File: config.mk
export PLATFORM = sky130hd
export DESIGN_NAME = front_panel_led_sequencer_top
export DESIGN_NICKNAME = d
export VERILOG_FILES = /design/src/fpls_pkg.sv /design/src/fpls_step.sv /design/src/front_panel_led_sequencer_top.sv
export SDC_FILE = /design/constraint.sdc
export NUM_CORES = 1
export LEC_CHECK = 0
export ABC_AREA = 1
export BUFFER_PORTS_ARGS = -buffer_cell sky130_fd_sc_hd__buf_2
export CORE_MARGIN = 2
export CORE_UTILIZATION = 53
export DETAILED_ROUTE_END_ITERATION = 8
export GPL_TIMING_DRIVEN = 0
export PLACE_DENSITY_LB_ADDON = 0.2
export REMOVE_ABC_BUFFERS = 1
export SLEW_MARGIN = 30
export SYNTH_ARGS = -nofsm -noshare
export SYNTH_HDL_FRONTEND = slang
export SYNTH_SLANG_ARGS = --single-unit
File: constraint.sdc
create_clock -name clk -period 4.5 [get_ports clk]
set_input_delay 0.9 -clock clk [delete_from_list [all_inputs] [get_ports clk]]
set_output_delay 0.9 -clock clk [all_outputs]
set_load 0.005 [all_outputs]
File: src/fpls_pkg.sv
package fpls_pkg;

  localparam logic [3:0] LED_ALL     = 4'hF;
  localparam logic [3:0] LED_EXTRACT = 4'h8;
  localparam logic [2:0] TICKS_500MS = 3'd5;
  localparam logic [1:0] CHASE_TICKS = 2'd3;
  localparam logic [4:0] FLICKER_END = 5'd15;
  localparam logic [2:0] CHASE_TOP   = 3'd4;
  localparam logic [2:0] BLINK_STEPS = 3'd6;
  localparam logic [2:0] CUP_HALF    = 3'd1;
  localparam logic [2:0] CUP_ONE     = 3'd2;

  // flicker toggles where flicker_ticks % 5 == 1 within 1..15
  localparam logic [4:0] FLICK_T0 = 5'd1;
  localparam logic [4:0] FLICK_T1 = 5'd6;
  localparam logic [4:0] FLICK_T2 = 5'd11;

  typedef enum logic [1:0] {
    PH_BLINK = 2'd0,
    PH_PAUSE = 2'd1,
    PH_SHOW  = 2'd2,
    PH_DARK  = 2'd3
  } ver_phase_t;

  typedef struct packed {
    logic       water_out;
    logic       continuous_mode;
    logic [2:0] cup_level;
    logic       cup_level_changed;
    logic       error_present;
    logic       leak_error;
    logic       high_level_error;
    logic       feed_valve_error;
  } tick_t;

  typedef struct packed {
    logic       version_done;
    ver_phase_t version_phase;
    logic [2:0] version_ticks;
    logic [2:0] version_blinks;
    logic [3:0] led_register;
    logic [2:0] wink_count;
    logic       wink_flag;
    logic       flicker_active;
    logic [4:0] flicker_ticks;
    logic       flicker_level;
    logic [2:0] extract_ticks;
    logic [1:0] chase_ticks;
    logic [2:0] chase_position;
  } seq_state_t;

  function automatic logic [3:0] version_pattern(input logic [3:0] major);
    logic [3:0] p;
    begin
      unique case (major)
        4'd1:    p = 4'h1;
        4'd2:    p = 4'h2;
        4'd3:    p = 4'h4;
        4'd4:    p = 4'h8;
        4'd5:    p = 4'h3;
        4'd6:    p = 4'h5;
        default: p = 4'h6;
      endcase
      return p;
    end
  endfunction

endpackage

File: src/fpls_step.sv
// Next-state and LED pattern for one tick.
module fpls_step (
  input  fpls_pkg::seq_state_t st,
  input  fpls_pkg::tick_t      tick,
  input  logic [3:0]           version_major,
  output fpls_pkg::seq_state_t st_next
);

  fpls_pkg::seq_state_t s;

  always_comb begin
    s = st;

    if (tick.cup_level_changed) begin
      s.flicker_active = 1'b1;
    end

    // 500 ms winker
    s.wink_count = s.wink_count + 3'd1;
    if (s.wink_count >= fpls_pkg::TICKS_500MS) begin
      s.wink_count = 3'd0;
      s.wink_flag  = ~s.wink_flag;
    end

    // double flicker timer
    if (s.flicker_active) begin
      s.flicker_ticks = s.flicker_ticks + 5'd1;
      if (s.flicker_ticks > fpls_pkg::FLICKER_END) begin
        s.flicker_active = 1'b0;
        s.flicker_level  = 1'b1;
      end else if (s.flicker_ticks == fpls_pkg::FLICK_T0 ||
                   s.flicker_ticks == fpls_pkg::FLICK_T1 ||
                   s.flicker_ticks == fpls_pkg::FLICK_T2) begin
        s.flicker_level = ~s.flicker_level;
      end
    end else begin
      s.flicker_ticks = 5'd0;
      s.flicker_level = 1'b1;
    end

    if (!s.version_done) begin
      s.version_ticks = s.version_ticks + 3'd1;
      unique case (s.version_phase)
        fpls_pkg::PH_BLINK: begin
          if (s.version_ticks >= fpls_pkg::TICKS_500MS) begin
            s.version_ticks  = 3'd0;
            s.version_blinks = s.version_blinks + 3'd1;
            s.led_register   = s.version_blinks[0] ? 4'h0 : fpls_pkg::LED_ALL;
            if (s.version_blinks > fpls_pkg::BLINK_STEPS) begin
              s.version_phase  = fpls_pkg::PH_PAUSE;
              s.version_blinks = 3'd0;
            end
          end
        end
        fpls_pkg::PH_PAUSE: begin
          if (s.version_ticks >= fpls_pkg::TICKS_500MS) begin
            s.version_ticks = 3'd0;
            s.version_phase = fpls_pkg::PH_SHOW;
          end
        end
        fpls_pkg::PH_SHOW: begin
          s.led_register = s.led_register | fpls_pkg::version_pattern(version_major);
          if (s.version_ticks >= fpls_pkg::TICKS_500MS) begin
            s.version_ticks = 3'd0;
            s.version_phase = fpls_pkg::PH_DARK;
          end
        end
        fpls_pkg::PH_DARK: begin
          s.led_register = 4'h0;
          if (s.version_ticks >= fpls_pkg::TICKS_500MS) begin
            s.version_ticks = 3'd0;
            s.version_phase = fpls_pkg::PH_BLINK;
            s.version_done  = 1'b1;
          end
        end
      endcase
    end else begin
      // extract LED
      if (tick.water_out) begin
        if (tick.continuous_mode) begin
          s.led_register[3] = 1'b1;
        end else begin
          s.extract_ticks = s.extract_ticks + 3'd1;
          if (s.extract_ticks >= fpls_pkg::TICKS_500MS) begin
            s.extract_ticks = 3'd0;
            s.led_register  = s.led_register ^ fpls_pkg::LED_EXTRACT;
          end
        end
      end else begin
        s.led_register[3] = 1'b1;
        s.extract_ticks   = 3'd0;
      end

      // cup LEDs: chase or selected level
      if (tick.water_out && tick.continuous_mode) begin
        s.chase_ticks = s.chase_ticks + 2'd1;
        if (s.chase_ticks >= fpls_pkg::CHASE_TICKS) begin
          s.chase_ticks = 2'd0;
          if (s.chase_position == fpls_pkg::CHASE_TOP) begin
            s.chase_position = 3'd1;
          end else begin
            s.chase_position = {s.chase_position[1:0], 1'b0};
          end
          s.led_register = (s.led_register & fpls_pkg::LED_EXTRACT) |
                           {1'b0, s.chase_position};
        end
      end else begin
        s.chase_ticks    = 2'd0;
        s.chase_position = tick.cup_level;
        s.led_register   = s.led_register & fpls_pkg::LED_EXTRACT;
        priority if (tick.cup_level == fpls_pkg::CUP_HALF) begin
          s.led_register[0] = s.flicker_level;
        end else if (tick.cup_level == fpls_pkg::CUP_ONE) begin
          s.led_register[1] = s.flicker_level;
        end else begin
          s.led_register[2] = s.flicker_level;
        end
      end

      // error wink, first active error wins; no error bit leaves the display as is
      if (tick.error_present && !tick.continuous_mode) begin
        if (tick.leak_error) begin
          s.led_register[0] = s.wink_flag;
        end else if (tick.high_level_error) begin
          s.led_register[1] = s.wink_flag;
        end else if (tick.feed_valve_error) begin
          s.led_register[2] = s.wink_flag;
        end
      end
    end

    st_next = s;
  end

endmodule

File: src/front_panel_led_sequencer_top.sv
// Front-panel LED sequencer. Each slave-side transfer is one 100 ms status
// tick and yields exactly one master-side transfer with the new state of the
// four LEDs (bit0 half cup, bit1 one cup, bit2 two cup, bit3 extract). After
// reset a version sequence plays (blinks, pause, version pattern from the
// version_major register at byte address 0, dark), then normal display runs:
// extract LED, cup level with a double flicker after a level change, a chase
// during continuous dispensing, and a 500 ms wink of the first active error.
// A tick's result is registered when the tick is accepted; the state update
// is one combinational pass into the state and result registers, so a new
// tick is taken every cycle as long as the result register is empty or
// being drained in the same cycle.
module front_panel_led_sequencer_top (
  input  logic        clk,
  input  logic        rst,

  // status ticks
  input  logic        s_tvalid,
  output logic        s_tready,
  // [0] water_out, [1] continuous_mode, [4:2] cup_level,
  // [5] cup_level_changed, [6] error_present, [7] leak_error,
  // [8] high_level_error, [9] feed_valve_error, [15:10] zero
  input  logic [15:0] s_tdata,

  // LED results
  output logic        m_tvalid,
  input  logic        m_tready,
  // [3:0] led_pattern, [7:4] zero
  output logic [7:0]  m_tdata,

  // configuration
  input  logic        psel,
  input  logic        penable,
  input  logic        pwrite,
  input  logic [2:0]  paddr,
  input  logic [31:0] pwdata,
  output logic [31:0] prdata,
  output logic        pready
);

  localparam logic REG_VERSION_MAJOR = 1'b0;  // paddr[2] of register 0

  fpls_pkg::seq_state_t st;
  fpls_pkg::seq_state_t st_next;
  fpls_pkg::tick_t      tick;
  logic [3:0]           version_major;
  logic [3:0]           led_out;
  logic                 s_xfer;

  // unpack tick fields
  assign tick.water_out         = s_tdata[0];
  assign tick.continuous_mode   = s_tdata[1];
  assign tick.cup_level         = s_tdata[4:2];
  assign tick.cup_level_changed = s_tdata[5];
  assign tick.error_present     = s_tdata[6];
  assign tick.leak_error        = s_tdata[7];
  assign tick.high_level_error  = s_tdata[8];
  assign tick.feed_valve_error  = s_tdata[9];

  // result register parts the two sides: refill while draining
  assign s_tready = !m_tvalid || m_tready;
  assign s_xfer   = s_tvalid && s_tready;

  fpls_step u_step (
    .st            (st),
    .tick          (tick),
    .version_major (version_major),
    .st_next       (st_next)
  );

  // sequencer state, updated once per accepted tick
  always_ff @(posedge clk) begin
    if (rst) begin
      st <= '0;
    end else if (s_xfer) begin
      st <= st_next;
    end
  end

  // result register
  always_ff @(posedge clk) begin
    if (rst) begin
      m_tvalid <= 1'b0;
    end else if (s_xfer) begin
      m_tvalid <= 1'b1;
    end else if (m_tready) begin
      m_tvalid <= 1'b0;
    end
  end

  always_ff @(posedge clk) begin
    if (s_xfer) begin
      led_out <= st_next.led_register;
    end
  end

  assign m_tdata = {4'h0, led_out};

  // APB register
  assign pready = 1'b1;

  always_ff @(posedge clk) begin
    if (rst) begin
      version_major <= 4'd1;
    end else if (psel && penable && pwrite && pready &&
                 paddr[2] == REG_VERSION_MAJOR) begin
      version_major <= pwdata[3:0];
    end
  end

  assign prdata = (paddr[2] == REG_VERSION_MAJOR) ? {28'h0, version_major} : 32'h0;

endmodule

-- Yosys cells after proc, flatten, opt, wreduce, memory -nomap -nowiden
Cells that the tools add are included.
W data, S select, Z words.
- input bits: 58
- register bits: 41
- word-level logic and storage cells: 129
- output and inout bits: 43
- order comparisons: 6
- multiplexer cells: 53
- eq/ne operators: 22
- reduce and logical (&&, ||, !) cells: 19
- bitwise gates (word level): 7
- add/sub/neg operators: 6
- operators by type and width (kind ; number):
    $mux W3 ; 12
    $mux W4 ; 9
    $pmux W4 S6 ; 1
    $mux W5 ; 4
    $pmux W5 S4 ; 1
    $mux W1 ; 18
    $add A3 B1 Y3 const B ; 4
    $eq A4 B3 Y1 const B ; 3
    $mux W12 ; 1
    $mux W6 ; 2
    $pmux W4 S3 ; 1
    $ne A2 B1 Y1 const B ; 5
    $ge A3 B3 Y1 const B ; 3
    $mux W9 ; 1
    $eq A4 B2 Y1 const B ; 2
    $reduce_and A7 Y1 ; 1
    $logic_and A1 B1 Y1 ; 6
    $mux W2 ; 3
    $reduce_and A3 Y1 ; 2
    $add A5 B1 Y5 const B ; 1
    $eq A5 B1 Y1 const B ; 1
    $eq A5 B3 Y1 const B ; 1
    $eq A5 B4 Y1 const B ; 1
    $gt A5 B4 Y1 const B ; 1
    other kinds (19) ; 29

-- Depth between registers and ports, before layout
Gate-level depths: netlist of the first run.
- word-level depth: 15
- mapped depth: 15
- mapped depth without buffers: 15

-- Modules after synthesis
Synthesis of the first run repeated with hierarchy kept, for this count alone.
- cells, all modules: 522
- area, all modules: 3379.5 µm²
- by module, submodules not included (module ; area each (µm²) ; cells each ; seq. area each (µm²) ; times used):
    front_panel_led_sequencer_top ; 2153.3 ; 288 ; 860.8 ; 1
    fpls_step ; 1226.2 ; 234 ; 0.0 ; 1

-- Least setup slack after synthesis of the first run
No wires, ideal clock.
- path kind: input to output
- start point: input port paddr[2]
- end point: output port prdata[0]
- slack: 2.594 ns
- arrival: 1.006 ns
- stages: 1
- path buffers: 0
- data required time: 3.600 ns
- cells stage by stage: nor2_1
- word-level cells in the longest chain between the ends: 1
- RTL lines (element ; RTL line ; source):
    start, declared ; front_panel_led_sequencer_top.sv:34 ; input logic [2:0] paddr,
    $mux W4 ; front_panel_led_sequencer_top.sv:110 ; assign prdata = (paddr[2] == REG_VERSION_MAJOR) ? {28'h0, version_major} : 32'h0;
    end, declared ; front_panel_led_sequencer_top.sv:36 ; output logic [31:0] prdata,
No other way between the ends.

-- Worst setup path in the final report of the first run
- start point: input port m_tready
- end point: register, netlist name st[24]
- word-level cells in the longest chain between the ends: 3
- RTL lines (element ; RTL line ; source):
    start, declared ; front_panel_led_sequencer_top.sv:26 ; input logic m_tready,
    $logic_or A1 B1 Y1 ; front_panel_led_sequencer_top.sv:60 ; assign s_tready = !m_tvalid || m_tready;
    $logic_and A1 B1 Y1 ; front_panel_led_sequencer_top.sv:61 ; assign s_xfer = s_tvalid && s_tready;
    $reduce_and A4 Y1 (no line) ; - ;
No other way between the ends.
A chain may end at the register's enable or synchronous reset.

==> metrics.yaml, run 1 <==
critical_path:
  cp_data_arrival_time_ns: 2.34
  critPathMaxFanout: 21
  worst-setup-path-type: "input pin to flop"
  worstSetupStartpointType: "input pin"
  worst_setup_path_end_kind: "flop"
  critPathRequiredTime_ns: 4.70
  cp_slowest_cell: "sky130_fd_sc_hd__nor2_2"
  cp_cell_sequence: "buf_2 -> inv_2 -> nand2_2 -> nand2_2 -> nor2_2 -> inv_2 -> nor3_2 -> nand2_1 -> a211oi_1"
  slowest_delay_ns: 0.28
  crit_buf_inv: 3
  cpLargestDelayFamily: "simple AND/OR/NAND/NOR gates"
place:
  dp.final_hpwl_mm: 3.77
  routabilityCongestion: 0.865
  io_buffer_count: 31
  placement.setup.worst_slack_ns: 2.04
  placed_cells_incl_taps: 477
  post_dp_cell_area_um2: 2760
power_and_ir_drop:
  powerDensity_nw_per_um2: 275
  power_leakage_nw: 1.39
  vdd_drop_max_mv: 0.162
grt:
  first_global_vias: 1994
  grt_first_pass_wirelength_mm: 8.27
  grt_antenna_before_repair: 0
  groute.usage.overall_pct: 18.5
  overflow: 0
  grt_start_max_net_pins: 26
timing:
  finalHoldViolCount: 0
  fmax_ghz: 0.468
  unrepaired_setup_endpoints_after_global_routing: "no"
  timing.final.ws_setup_ns: 2.36
  report.final.slew_viol_count: 0
  final_period_minus_worst_setup_slack_ns: 2.14
  report.final.setup_viol: 0
  totalNegativeSetupSlack_ns: 0
  final_critical_path_share_of_the_clock_period_pct: 47.5
  finalClockSkew_ns: 0.000957
run:
  drv.max_cap_violation_count: 0
final_layout:
  layout_common_cells: "67 x sky130_fd_sc_hd__nand2_1, 56 x sky130_fd_sc_hd__inv_1, 37 x sky130_fd_sc_hd__dfxtp_1"
  number_of_non_filler_instances_in_the_completed_layout: 485
  multi_input_area_um2: 1430
  antenna_cells_inserted: 0
  post_route_cells_drive_above_1_share_pct: 13.6
  layout.cell_area.non_filler_um2: 2840
  postLayoutCoreUtil_pct: 58.9
  ff_latch_area_um2: 861
  n_fill_cell: 496
  syn_to_final_growth_pct: 5.73
  finalNetCount: 487
  layout.cells.most_common: "sky130_fd_sc_hd__nand2_1"
outcome:
  run_status: "finished clean"
drt:
  detail_route.vias_per_cell: 4.90
  drt_first_iter_violations: 89
  wl_per_cell_um: 10.3
  drc: 0
  wire_length_reported_by_the_detailed_router_mm: 4.97
  number_of_nets_still_failing_antenna_checks_after_routing: 0
  drt-pass1-iter-count: 4
  dr_total_vias: 2375
synthesis:
  yosys_register_bits: 41
  post_synth_design_cell_area_um2: 2690
  syn_area_per_cell_um2: 6.90
  yosysUniqueCellTypes: 34
  ys_seq_area_share_pct: 32.1
  synthesis.yosys.warnings: 0
  netlist_instances: 389
floorplan:
  start_util_pct: 55.7
  die_w_um: 75.2
  io_pins: 101
  die_area_um2: 5650
  floorplan.rows: 25
  core_area_um2: 4820
  die_boundary_height_um: 75.2
clock_network:
  h-tree-depth: 2
  cts_hold_repair.buffers: 0
  clock_sink_count: 41
  cts-buffers-inserted: 5
  clkTransAtPathRegs_ns: 0.07
  clock_tree.buffer_depth: 2
  worstSkewPairLatency_ns: 0.29
  tritoncts: "yes"
  clock-root-buffer: "sky130_fd_sc_hd__clkbuf_8"
  cts_resized: 0
  cts_post_setup_buffers_inserted: 0
worst_hold_path:
  timing.hold.worst.class: "flop to flop"
[Yosys cell counts]
cell type,count,share of area [%]
sky130_fd_sc_hd__and3_1,1,0.23
sky130_fd_sc_hd__clkbuf_1,5,0.70
sky130_fd_sc_hd__nor2_1,34,4.8
sky130_fd_sc_hd__nor3_2,2,0.75
sky130_fd_sc_hd__nand2_1,67,9.4
sky130_fd_sc_hd__nand4_1,8,1.9
sky130_fd_sc_hd__inv_1,56,7.8
sky130_fd_sc_hd__xnor2_1,3,0.98
sky130_fd_sc_hd__ha_1,12,5.6
sky130_fd_sc_hd__o31ai_1,2,0.56
sky130_fd_sc_hd__o21ai_1,5,0.93
sky130_fd_sc_hd__conb_1,2,0.28
sky130_fd_sc_hd__inv_2,5,0.70
sky130_fd_sc_hd__nand3_1,18,3.4
sky130_fd_sc_hd__nor2_2,1,0.23
sky130_fd_sc_hd__edfxtp_1,4,4.5
sky130_fd_sc_hd__buf_2,2,0.37
sky130_fd_sc_hd__a211oi_1,8,2.2
sky130_fd_sc_hd__o211ai_1,2,0.56
sky130_fd_sc_hd__nand2_2,5,1.2
sky130_fd_sc_hd__a31oi_1,4,0.93
sky130_fd_sc_hd__xor2_1,1,0.33
sky130_fd_sc_hd__o21ai_2,3,0.98
sky130_fd_sc_hd__or2_2,1,0.23
sky130_fd_sc_hd__buf_4,34,9.5
sky130_fd_sc_hd__dfxtp_1,37,28
sky130_fd_sc_hd__nor3_1,6,1.1
sky130_fd_sc_hd__a22oi_1,1,0.28
sky130_fd_sc_hd__a21oi_1,33,6.2
sky130_fd_sc_hd__nor2_4,1,0.42
sky130_fd_sc_hd__o21ai_0,22,4.1
sky130_fd_sc_hd__o211a_1,1,0.37
sky130_fd_sc_hd__xnor2_2,1,0.61
sky130_fd_sc_hd__nor4_1,2,0.47
[final timing paths]
| kind | from | to | slack [ns] | cells after the start |
|---|---|---|---|---|
| max reg2reg | st[9]$_SDFFE_PP0P_ | led_out[2]$_DFFE_PP_ | 2.55 | 12 |
| min | st[14]$_SDFFE_PP0P_ | st[14]$_SDFFE_PP0P_ | 0.47 | 2 |
| min reg2reg | st[14]$_SDFFE_PP0P_ | st[14]$_SDFFE_PP0P_ | 0.47 | 2 |
| max | m_tready | st[24]$_SDFFE_PP0P_ | 2.36 | 9 |
[layer usage]
metal / global-route usage, % / routed length [µm] / share of wire, %
met2: 32.8 / 2390 / 48
met1: 22.6 / 2340 / 47
met4: 5.46 / 55 / 1.1
met3: 4.02 / 196 / 3.9
met5: 0 / 0 / 0
[worst min-delay path: stages (launching register included)]
cell                      delay, ns
sky130_fd_sc_hd__dfxtp_1       0.31
sky130_fd_sc_hd__nand2_1       0.06
sky130_fd_sc_hd__a21oi_1       0.05
[cell type report]
cell class | instances | share of cell area, %
well taps | 67 | 2.95
flip-flops and latches | 41 | 30.3
clock buffers | 6 | 2.56
multi-input cells | 277 | 50.3
inverters | 61 | 8.07
clock inverters | 2 | 0.353
repair buffers | 31 | 5.46
[kinds of logic after synthesis]
group           Yosys count  synth area share, %
compound gates           81                 17.1
simple gates            146                 24.0
other cells               2                0.280
flops                    41                 32.1
buf+inv                 102                 19.1
xor+xnor                  5                 1.91
fa+ha+maj                12                 5.59
[where the power goes]
part	switching [W]	leakage (nW)	internal, W
registers	0.0000141	0.342	0.000391
logic	0.0000928	1.00	0.0000539
clock network	0.000121	0.0450	0.000107
total	0.000228	1.39	0.000553
[through the flow]
step | hold WS (ns) | total power (W)
2_1_floorplan | 0.440 | 0.000515
3_3_place_gp | 0.456 | 0.000555
3_5_place_dp | 0.456 | 0.000559
4_1_cts | 0.468 | 0.000789
5_1_grt | 0.513 | 0.000832
6_report | 0.469 | 0.000781
[registers in the layout, indices dropped and copies added, names as in the netlist]
signal,cells
st,32
led_out,4
version_major,4
m_tvalid,1
(Power assumes the default switching activity.)
==> run 2, diff against run 1 <==
--- a/config.mk
+++ b/config.mk
@@ -8,7 +8,7 @@
 export ABC_AREA = 1
 export BUFFER_PORTS_ARGS = -buffer_cell sky130_fd_sc_hd__buf_2
 export CORE_MARGIN = 2
-export CORE_UTILIZATION = 53
+export CORE_UTILIZATION = 50
 export DETAILED_ROUTE_END_ITERATION = 8
 export GPL_TIMING_DRIVEN = 0
 export PLACE_DENSITY_LB_ADDON = 0.2
==> constraint.sdc (replaced) <==
create_clock -name clk -period 2.09 [get_ports clk]
set_input_delay 0.418 -clock clk [delete_from_list [all_inputs] [get_ports clk]]
set_output_delay 0.418 -clock clk [all_outputs]
set_load 0.005 [all_outputs]
==> run 2 against run 1 <==
- clock-buffer cell count rose by 2
- routed wire length fell by 0.14%
- utilization fell by 3.3 points
- sequential cell count did not move
- critical path depth rose by 2
- via count fell by 1.4%
- clock power rose by 130%
- sequential share of layout area fell by 0.15 points
- hold slack got worse by 0.13 ns
- power rose by 120%
- final area rose by 0.79%
- critical path type is now flop to flop
- highest routed layer unchanged
==> metrics.yaml, run 2 (synthesis results as in run 1) <==
critical_path:
  number_of_cells_traversed_by_the_worst_register_to_register_path: 11  # -1
  rrSetupSlack_ns: 0.15  # -2.40 ns
  worstSetupStartpointType: "flop"
  critPathMaxFanout: 6  # -71%
  critPathRequiredTime_ns: 2.13  # -2.57 ns
  crit-reg2reg-capture: "led_out[1]$_DFFE_PP_"
  worst-setup-path-type: "flop to flop"
  worst_setup_path_end_kind: "flop"
  timing.rr.start: "st[26]$_SDFFE_PP0P_"
  cp_data_arrival_time_ns: 1.98  # -0.36 ns
final_layout:
  finalNetCount: 487  # unchanged
  antenna_cells_inserted: 0  # unchanged
  layout.cells.most_common: "sky130_fd_sc_hd__nand2_1"
  number_of_non_filler_instances_in_the_completed_layout: 488  # +0.62%
  syn_to_final_growth_pct: 6.57
  largest_register_ff_count: 32  # unchanged
  leading_registers_by_flop_count: "st (32), led_out (4), version_major (4)"
  registers.top_by_ff_count: "st"
  post_route_cells_drive_above_1_share_pct: 14.1  # +0.48 points
  layout_common_cells: "67 x sky130_fd_sc_hd__nand2_1, 56 x sky130_fd_sc_hd__inv_1, 35 x sky130_fd_sc_hd__dfxtp_1"
  postLayoutCoreUtil_pct: 55.7  # -3.3 points
timing:
  fmax_ghz: 0.515
  finalHoldViolCount: 0  # unchanged
  final_period_minus_worst_setup_slack_ns: 1.94
  finalClockSkew_ns: 0.00561  # +0.00466 ns
  totalNegativeSetupSlack_ns: 0  # unchanged
  report.final.setup_viol: 0  # unchanged
  report.final.slew_viol_count: 0  # unchanged
  final_critical_path_share_of_the_clock_period_pct: 92.8
  fin_worst_hold_slack_ns: 0.343  # -0.125 ns
drt:
  wl_per_cell_um: 10.2  # -0.75%
  drc: 0  # unchanged
  number_of_nets_still_failing_antenna_checks_after_routing: 0  # unchanged
  drt_first_iter_violations: 90  # +1.1%
  detail_route.vias_per_cell: 4.80  # -2.0%
  drt-pass1-iter-count: 4  # unchanged
  dr_total_vias: 2341  # -1.4%
  wire_length_reported_by_the_detailed_router_mm: 4.97  # -0.14%
worst_hold_path:
  hold-path-cell-count: 3  # +1
  timing.hold.worst.class: "input pin to flop"
  min_delay_worst_endpoint: "version_major[0]$_SDFFE_PP1P_"
  min_from: "pwdata[0]"
floorplan:
  start_util_pct: 52.2  # -3.5 points
  io_pins: 101  # unchanged
  die_area_um2: 5970  # +5.7%
  core_area_um2: 5140  # +6.7%
  die_boundary_height_um: 77.3  # +2.8%
  die_w_um: 77.3  # +2.8%
  floorplan.rows: 26  # +4.0%
clock_network:
  clkTransAtPathRegs_ns: 0.08  # about the same
  h-tree-depth: 2  # unchanged
  clock_tree.buffer_depth: 2  # unchanged
  clock_sink_count: 41  # unchanged
  clock-root-buffer: "sky130_fd_sc_hd__clkbuf_8"
  cts_resized: 0  # unchanged
  worstSkewPairLatency_ns: 0.29  # about the same
  tritoncts: "yes"
  cts_post_setup_buffers_inserted: 0  # unchanged
  cts-buffers-inserted: 5  # unchanged
  cts_hold_repair.buffers: 0  # unchanged
place:
  placed_cells_incl_taps: 480  # +0.63%
  io_buffer_count: 31  # unchanged
  routabilityCongestion: 0.832  # -3.9%
  dp.final_hpwl_mm: 3.73  # -0.85%
grt:
  grt_antenna_before_repair: 0  # unchanged
  groute.usage.overall_pct: 17.1  # -1.4 points
  grt_start_max_net_pins: 26  # unchanged
  grt_first_pass_wirelength_mm: 8.49  # +2.6%
  overflow: 0  # unchanged
  first_global_vias: 2039  # +2.3%
run:
  drv.max_cap_violation_count: 0  # unchanged
power_and_ir_drop:
  powerDensity_nw_per_um2: 602  # +120%
  vdd_drop_max_mv: 0.330  # +100%
  power_leakage_nw: 1.39  # about the same
outcome:
  run_status: "finished clean"
[run 2: routing by layer]
metal,vias to the layer above,part of all wire [%],track usage (%),wire length (µm)
met2,49,47,28.7,2340
met5,-,0,0,0
met4,0,1.5,6.43,73
li1,1254,-,-,-
met1,1029,47,21.4,2330
met3,9,4.5,3.76,225
[run 2: cell type report]
type / count / area, µm²
multi-input cells: 277 / 1440
inverters: 61 / 229
repair buffers: 31 / 155
well taps: 70 / 87.6
clock buffers: 8 / 90.1
fillers: 536 / 2280
flip-flops and latches: 41 / 863
[run 2: critical path, cell delays in order, from the launching register on]
cell and delay, ns:
sky130_fd_sc_hd__dfxtp_1 0.39, sky130_fd_sc_hd__inv_1 0.11, sky130_fd_sc_hd__ha_1 0.36, sky130_fd_sc_hd__nor3_4 0.07
sky130_fd_sc_hd__nor2_4 0.19, sky130_fd_sc_hd__nand2_2 0.07, sky130_fd_sc_hd__nand2_2 0.09, sky130_fd_sc_hd__inv_2 0.06
sky130_fd_sc_hd__nand2_2 0.06, sky130_fd_sc_hd__nand2_1 0.08, sky130_fd_sc_hd__o21ai_2 0.16, sky130_fd_sc_hd__nand2_1 0.07
[run 2: per-stage QoR]
stage	total power [W]	instance area (µm²)	worst slack (ns)
after CTS	0.00173	2850	0.131
after detailed placement	0.00120	2760	0.119
final	0.00172	2860	0.150
after global placement	0.00120	2760	0.120
after floorplan	0.00111	2520	0.408
after global routing	0.00183	2860	-0.0130
[run 2: power breakdown]
group | internal [W] | switching (W) | total (W)
registers | 0.000843 | 0.0000303 | 0.000873
clock network | 0.000269 | 0.000260 | 0.000529
logic | 0.000118 | 0.000202 | 0.000320
total | 0.00123 | 0.000493 | 0.00172
[run 2: worst max-delay path by stage]
stage	from	slack, ns	endpoint
finish	st[26]$_SDFFE_PP0P_	0.15	led_out[1]$_DFFE_PP_
global route	st[26]$_SDFFE_PP0P_	-0.01	st[21]$_SDFFE_PP0P_
CTS	st[9]$_SDFFE_PP0P_	0.13	led_out[2]$_DFFE_PP_
detailed placement	m_tready	0.12	st[24]$_SDFFE_PP0P_
global placement	m_tready	0.12	st[24]$_SDFFE_PP0P_
floorplan	st[26]$_SDFFE_PP0P_	0.41	st[21]$_SDFFE_PP0P_
==> run 3, diff against run 2 <==
--- a/config.mk
+++ b/config.mk
@@ -5,7 +5,6 @@
 export SDC_FILE = /design/constraint.sdc
 export NUM_CORES = 1
 export LEC_CHECK = 0
-export ABC_AREA = 1
 export BUFFER_PORTS_ARGS = -buffer_cell sky130_fd_sc_hd__buf_2
 export CORE_MARGIN = 2
 export CORE_UTILIZATION = 50
==> run 3 against run 2 <==
- critical path type unchanged
- combinational power is 26% lower
- sequential power down 3.4%
- clock skew up 0.00055 ns
- register-to-register slack got worse by 0.03 ns
- sequential share of layout area fell by 1.1 points
- cell count shrank 11%
- final area is 4.5% higher
- highest routed layer unchanged
==> metrics.yaml, run 3 <==
outcome:
  run_status: "finished clean"
critical_path:
  worstSetupStartpointType: "flop"
  worst-setup-path-type: "flop to flop"
  cp_data_arrival_time_ns: 2.17  # +0.19 ns
  critPathRequiredTime_ns: 2.29  # +0.16 ns
  worst_setup_path_end_kind: "flop"
  critPathMaxFanout: 7  # +1
synthesis:
  post_synth_design_cell_area_um2: 2720  # +1.1%
  muxShareOfSynthArea_pct: 5.07  # +5.1 points
  number_of_synthesized_flops_with_an_enable_pin: 4  # unchanged
  synth_largest_type_area_fraction_pct: 27.3  # -0.31 points
  cell_type_with_the_highest_aggregate_area_in_the_netlist: "sky130_fd_sc_hd__dfxtp_1"
  syn_area_per_cell_um2: 8.08  # +17%
  ys_seq_area_share_pct: 31.7  # -0.35 points
  post_synth_and_or_nand_nor_area_fraction_pct: 24.0  # +0.058 points
  yosys.area_share.adder_pct: 5.53  # -0.062 points
  synth_ff_type: "sky130_fd_sc_hd__dfxtp_1"
  synth_cell_count_leaders: "39 x sky130_fd_sc_hd__nor2_1, 37 x sky130_fd_sc_hd__dfxtp_1, 33 x sky130_fd_sc_hd__buf_4"
  synth_compound_area_share_pct: 15.1  # -2.0 points
  most_frequent_cell_after_synthesis: "sky130_fd_sc_hd__nor2_1"
  synthesis.yosys.warnings: 0  # unchanged
  post_synth_xor_area_fraction_pct: 5.12  # +3.2 points
  async_flop_share_pct: 0  # unchanged
  main_combinational_cell_family_by_area_after_synthesis: "simple AND/OR/NAND/NOR gates"
  synth_top_cells_by_area: "sky130_fd_sc_hd__dfxtp_1 27%, sky130_fd_sc_hd__buf_4 9.1%, sky130_fd_sc_hd__ha_1 5.5%, sky130_fd_sc_hd__nor2_1 5.4%, sky130_fd_sc_hd__a21oi_1 5.0%"
  netlist_instances: 336  # -14%
  yosys_register_bits: 41  # unchanged
  yosysUniqueCellTypes: 55  # +62%
timing:
  finalHoldViolCount: 0  # unchanged
  fmax_ghz: 0.508  # -1.5%
  final_critical_path_share_of_the_clock_period_pct: 94.3  # +1.4 points
  unrepaired_setup_endpoints_after_global_routing: "yes"
  tightest_slew_ns: 0.673
  timing.final.ws_setup_ns: 0.120  # -0.0299 ns
  timing.max_slew.rel_slack_pct: 55.1
  report.final.setup_viol: 0  # unchanged
  finalClockSkew_ns: 0.00616  # +0.000550 ns
  final_period_minus_worst_setup_slack_ns: 1.97  # +0.0299 ns
  totalNegativeSetupSlack_ns: 0  # unchanged
  report.final.slew_viol_count: 0  # unchanged
clock_network:
  worstSkewPairLatency_ns: 0.29  # about the same
  clock_tree.buffer_depth: 2  # unchanged
  clkTransAtPathRegs_ns: 0.08  # about the same
  clock-root-buffer: "sky130_fd_sc_hd__clkbuf_8"
  clock_sink_count: 41  # unchanged
  h-tree-depth: 2  # unchanged
  cts_hold_repair.buffers: 0  # unchanged
  tritoncts: "yes"
  cts-buffers-inserted: 5  # unchanged
worst_hold_path:
  timing.hold.worst.class: "input pin to flop"
power_and_ir_drop:
  vdd_drop_max_mv: 0.454  # +38%
  power_leakage_nw: 1.19  # -14%
  fin_total_pwr_w: 0.00166  # -3.8%
  powerDensity_nw_per_um2: 554  # -7.9%
final_layout:
  registers.top_by_ff_count: "st"
  largest_register_ff_count: 32  # unchanged
  post_route_cells_drive_above_1_share_pct: 18.2  # +4.1 points
  leading_registers_by_flop_count: "st (32), led_out (4), version_major (4)"
  layout_common_cells: "38 x sky130_fd_sc_hd__nor2_1, 33 x sky130_fd_sc_hd__conb_1, 33 x sky130_fd_sc_hd__dfxtp_1"
  finalNetCount: 431  # -11%
  antenna_cells_inserted: 0  # unchanged
  layout.cells.most_common: "sky130_fd_sc_hd__nor2_1"
  n_fill_cell: 491  # -8.4%
  postLayoutCoreUtil_pct: 57.8  # +2.1 points
  syn_to_final_growth_pct: 10.1
place:
  routabilityCongestion: 0.786  # -5.4%
  dp.final_hpwl_mm: 3.89  # +4.0%
  io_buffer_count: 31  # unchanged
  placement.setup.worst_slack_ns: -0.508  # -0.627 ns
drt:
  wl_per_cell_um: 12.5  # +23%
  drc: 0  # unchanged
  detail_route.vias_per_cell: 5.11  # +6.6%
  wire_length_reported_by_the_detailed_router_mm: 5.41  # +8.9%
  number_of_nets_still_failing_antenna_checks_after_routing: 0  # unchanged
  dr_total_vias: 2209  # -5.6%
  drt-pass1-iter-count: 4  # unchanged
  drt_first_iter_violations: 93  # +3.3%
floorplan:
  die_area_um2: 6040  # +1.1%
  floorplan.rows: 26  # unchanged
  die_boundary_height_um: 77.7  # +0.53%
  io_pins: 101  # unchanged
  die_w_um: 77.7  # +0.53%
  start_util_pct: 52.5  # +0.25 points
  core_area_um2: 5170  # +0.63%
grt:
  grt_first_pass_wirelength_mm: 9.42  # +11%
  grt_antenna_before_repair: 0  # unchanged
  grt_start_max_net_pins: 36  # +38%
  first_global_vias: 2127  # +4.3%
  groute.usage.overall_pct: 18.9  # +1.8 points
  overflow: 0  # unchanged
run:
  drv.max_cap_violation_count: 0  # unchanged
run 3: critical path, cell delays in order, from the launching register on:
cell                       delay [ns]
sky130_fd_sc_hd__dfxtp_4         0.37
sky130_fd_sc_hd__ha_2            0.22
sky130_fd_sc_hd__xnor2_2         0.19
sky130_fd_sc_hd__mux2i_1         0.22
sky130_fd_sc_hd__mux2_4          0.20
sky130_fd_sc_hd__mux2i_4         0.25
sky130_fd_sc_hd__nand4_1         0.16
sky130_fd_sc_hd__a311oi_2        0.26
run 3: power by group:
part | internal (W) | switching [W] | total (W)
combinational | 0.0000977 | 0.000140 | 0.000238
sequential | 0.000820 | 0.0000233 | 0.000843
clock | 0.000299 | 0.000278 | 0.000576
run 3: logic make-up (layout without fill, tap and decap cells):
logic type / count (synthesis) / after routing
buffers and inverters: 61 / 56
multiplexers: 12 / 12
flip-flops: 41 / 41
XOR/XNOR: 15 / 15
AND/OR/NAND/NOR: 126 / 126
adder cells (fa/ha/maj): 12 / 12
other: 2 / 33
AO/OA/AOI/OAI: 67 / 67
run 3: cell type report:
class / count / area (µm²) / area share, %
Clock inverter: 1 / 5.00 / 0.167
Multi-Input combinational cell: 265 / 1700 / 57.0
Clock buffer: 7 / 96.3 / 3.22
Tap cell: 70 / 87.6 / 2.93
Inverter: 16 / 65.1 / 2.18
Sequential cell: 41 / 868 / 29.0
Timing Repair Buffer: 32 / 163 / 5.44
run 3: final timing paths:
| check | start | end | slack (ns) | cells past startpoint |
|---|---|---|---|---|
| min | pwdata[0] | version_major[0]$_SDFFE_PP1P_ | 0.34 | 3 |
| max reg2reg | st[9]$_SDFFE_PP0P_ | st[21]$_SDFFE_PP0P_ | 0.12 | 7 |
| max | st[9]$_SDFFE_PP0P_ | st[21]$_SDFFE_PP0P_ | 0.12 | 7 |
| min reg2reg | st[14]$_SDFFE_PP0P_ | st[14]$_SDFFE_PP0P_ | 0.49 | 2 |
run 3: layer usage:
metal  track usage, %  vias to the layer above  wire length [µm]
met2             30.7                       48              2480
li1                 -                     1152                 -
met1             24.7                     1004              2620
met4             4.82                        0                46
met3             5.23                        5               262
met5                0                        -                 0
run 3: metrics by stage:
step	instance area (µm²)	instances	hold WS [ns]
6_report	2990	432	0.338
3_5_place_dp	2780	423	0.488
3_3_place_gp	2780	423	0.463
4_1_cts	2900	431	0.325
5_1_grt	2990	432	0.353
2_1_floorplan	2530	322	0.443
run 3: what timing repair did:
action	4_1_cts	5_1_grt
pin swaps	2	9
cloned	0	0
resized for setup	8	15
hold endpoints to repair	0	0
endpoints found under the setup margin	12	9
setup buffers	0	1
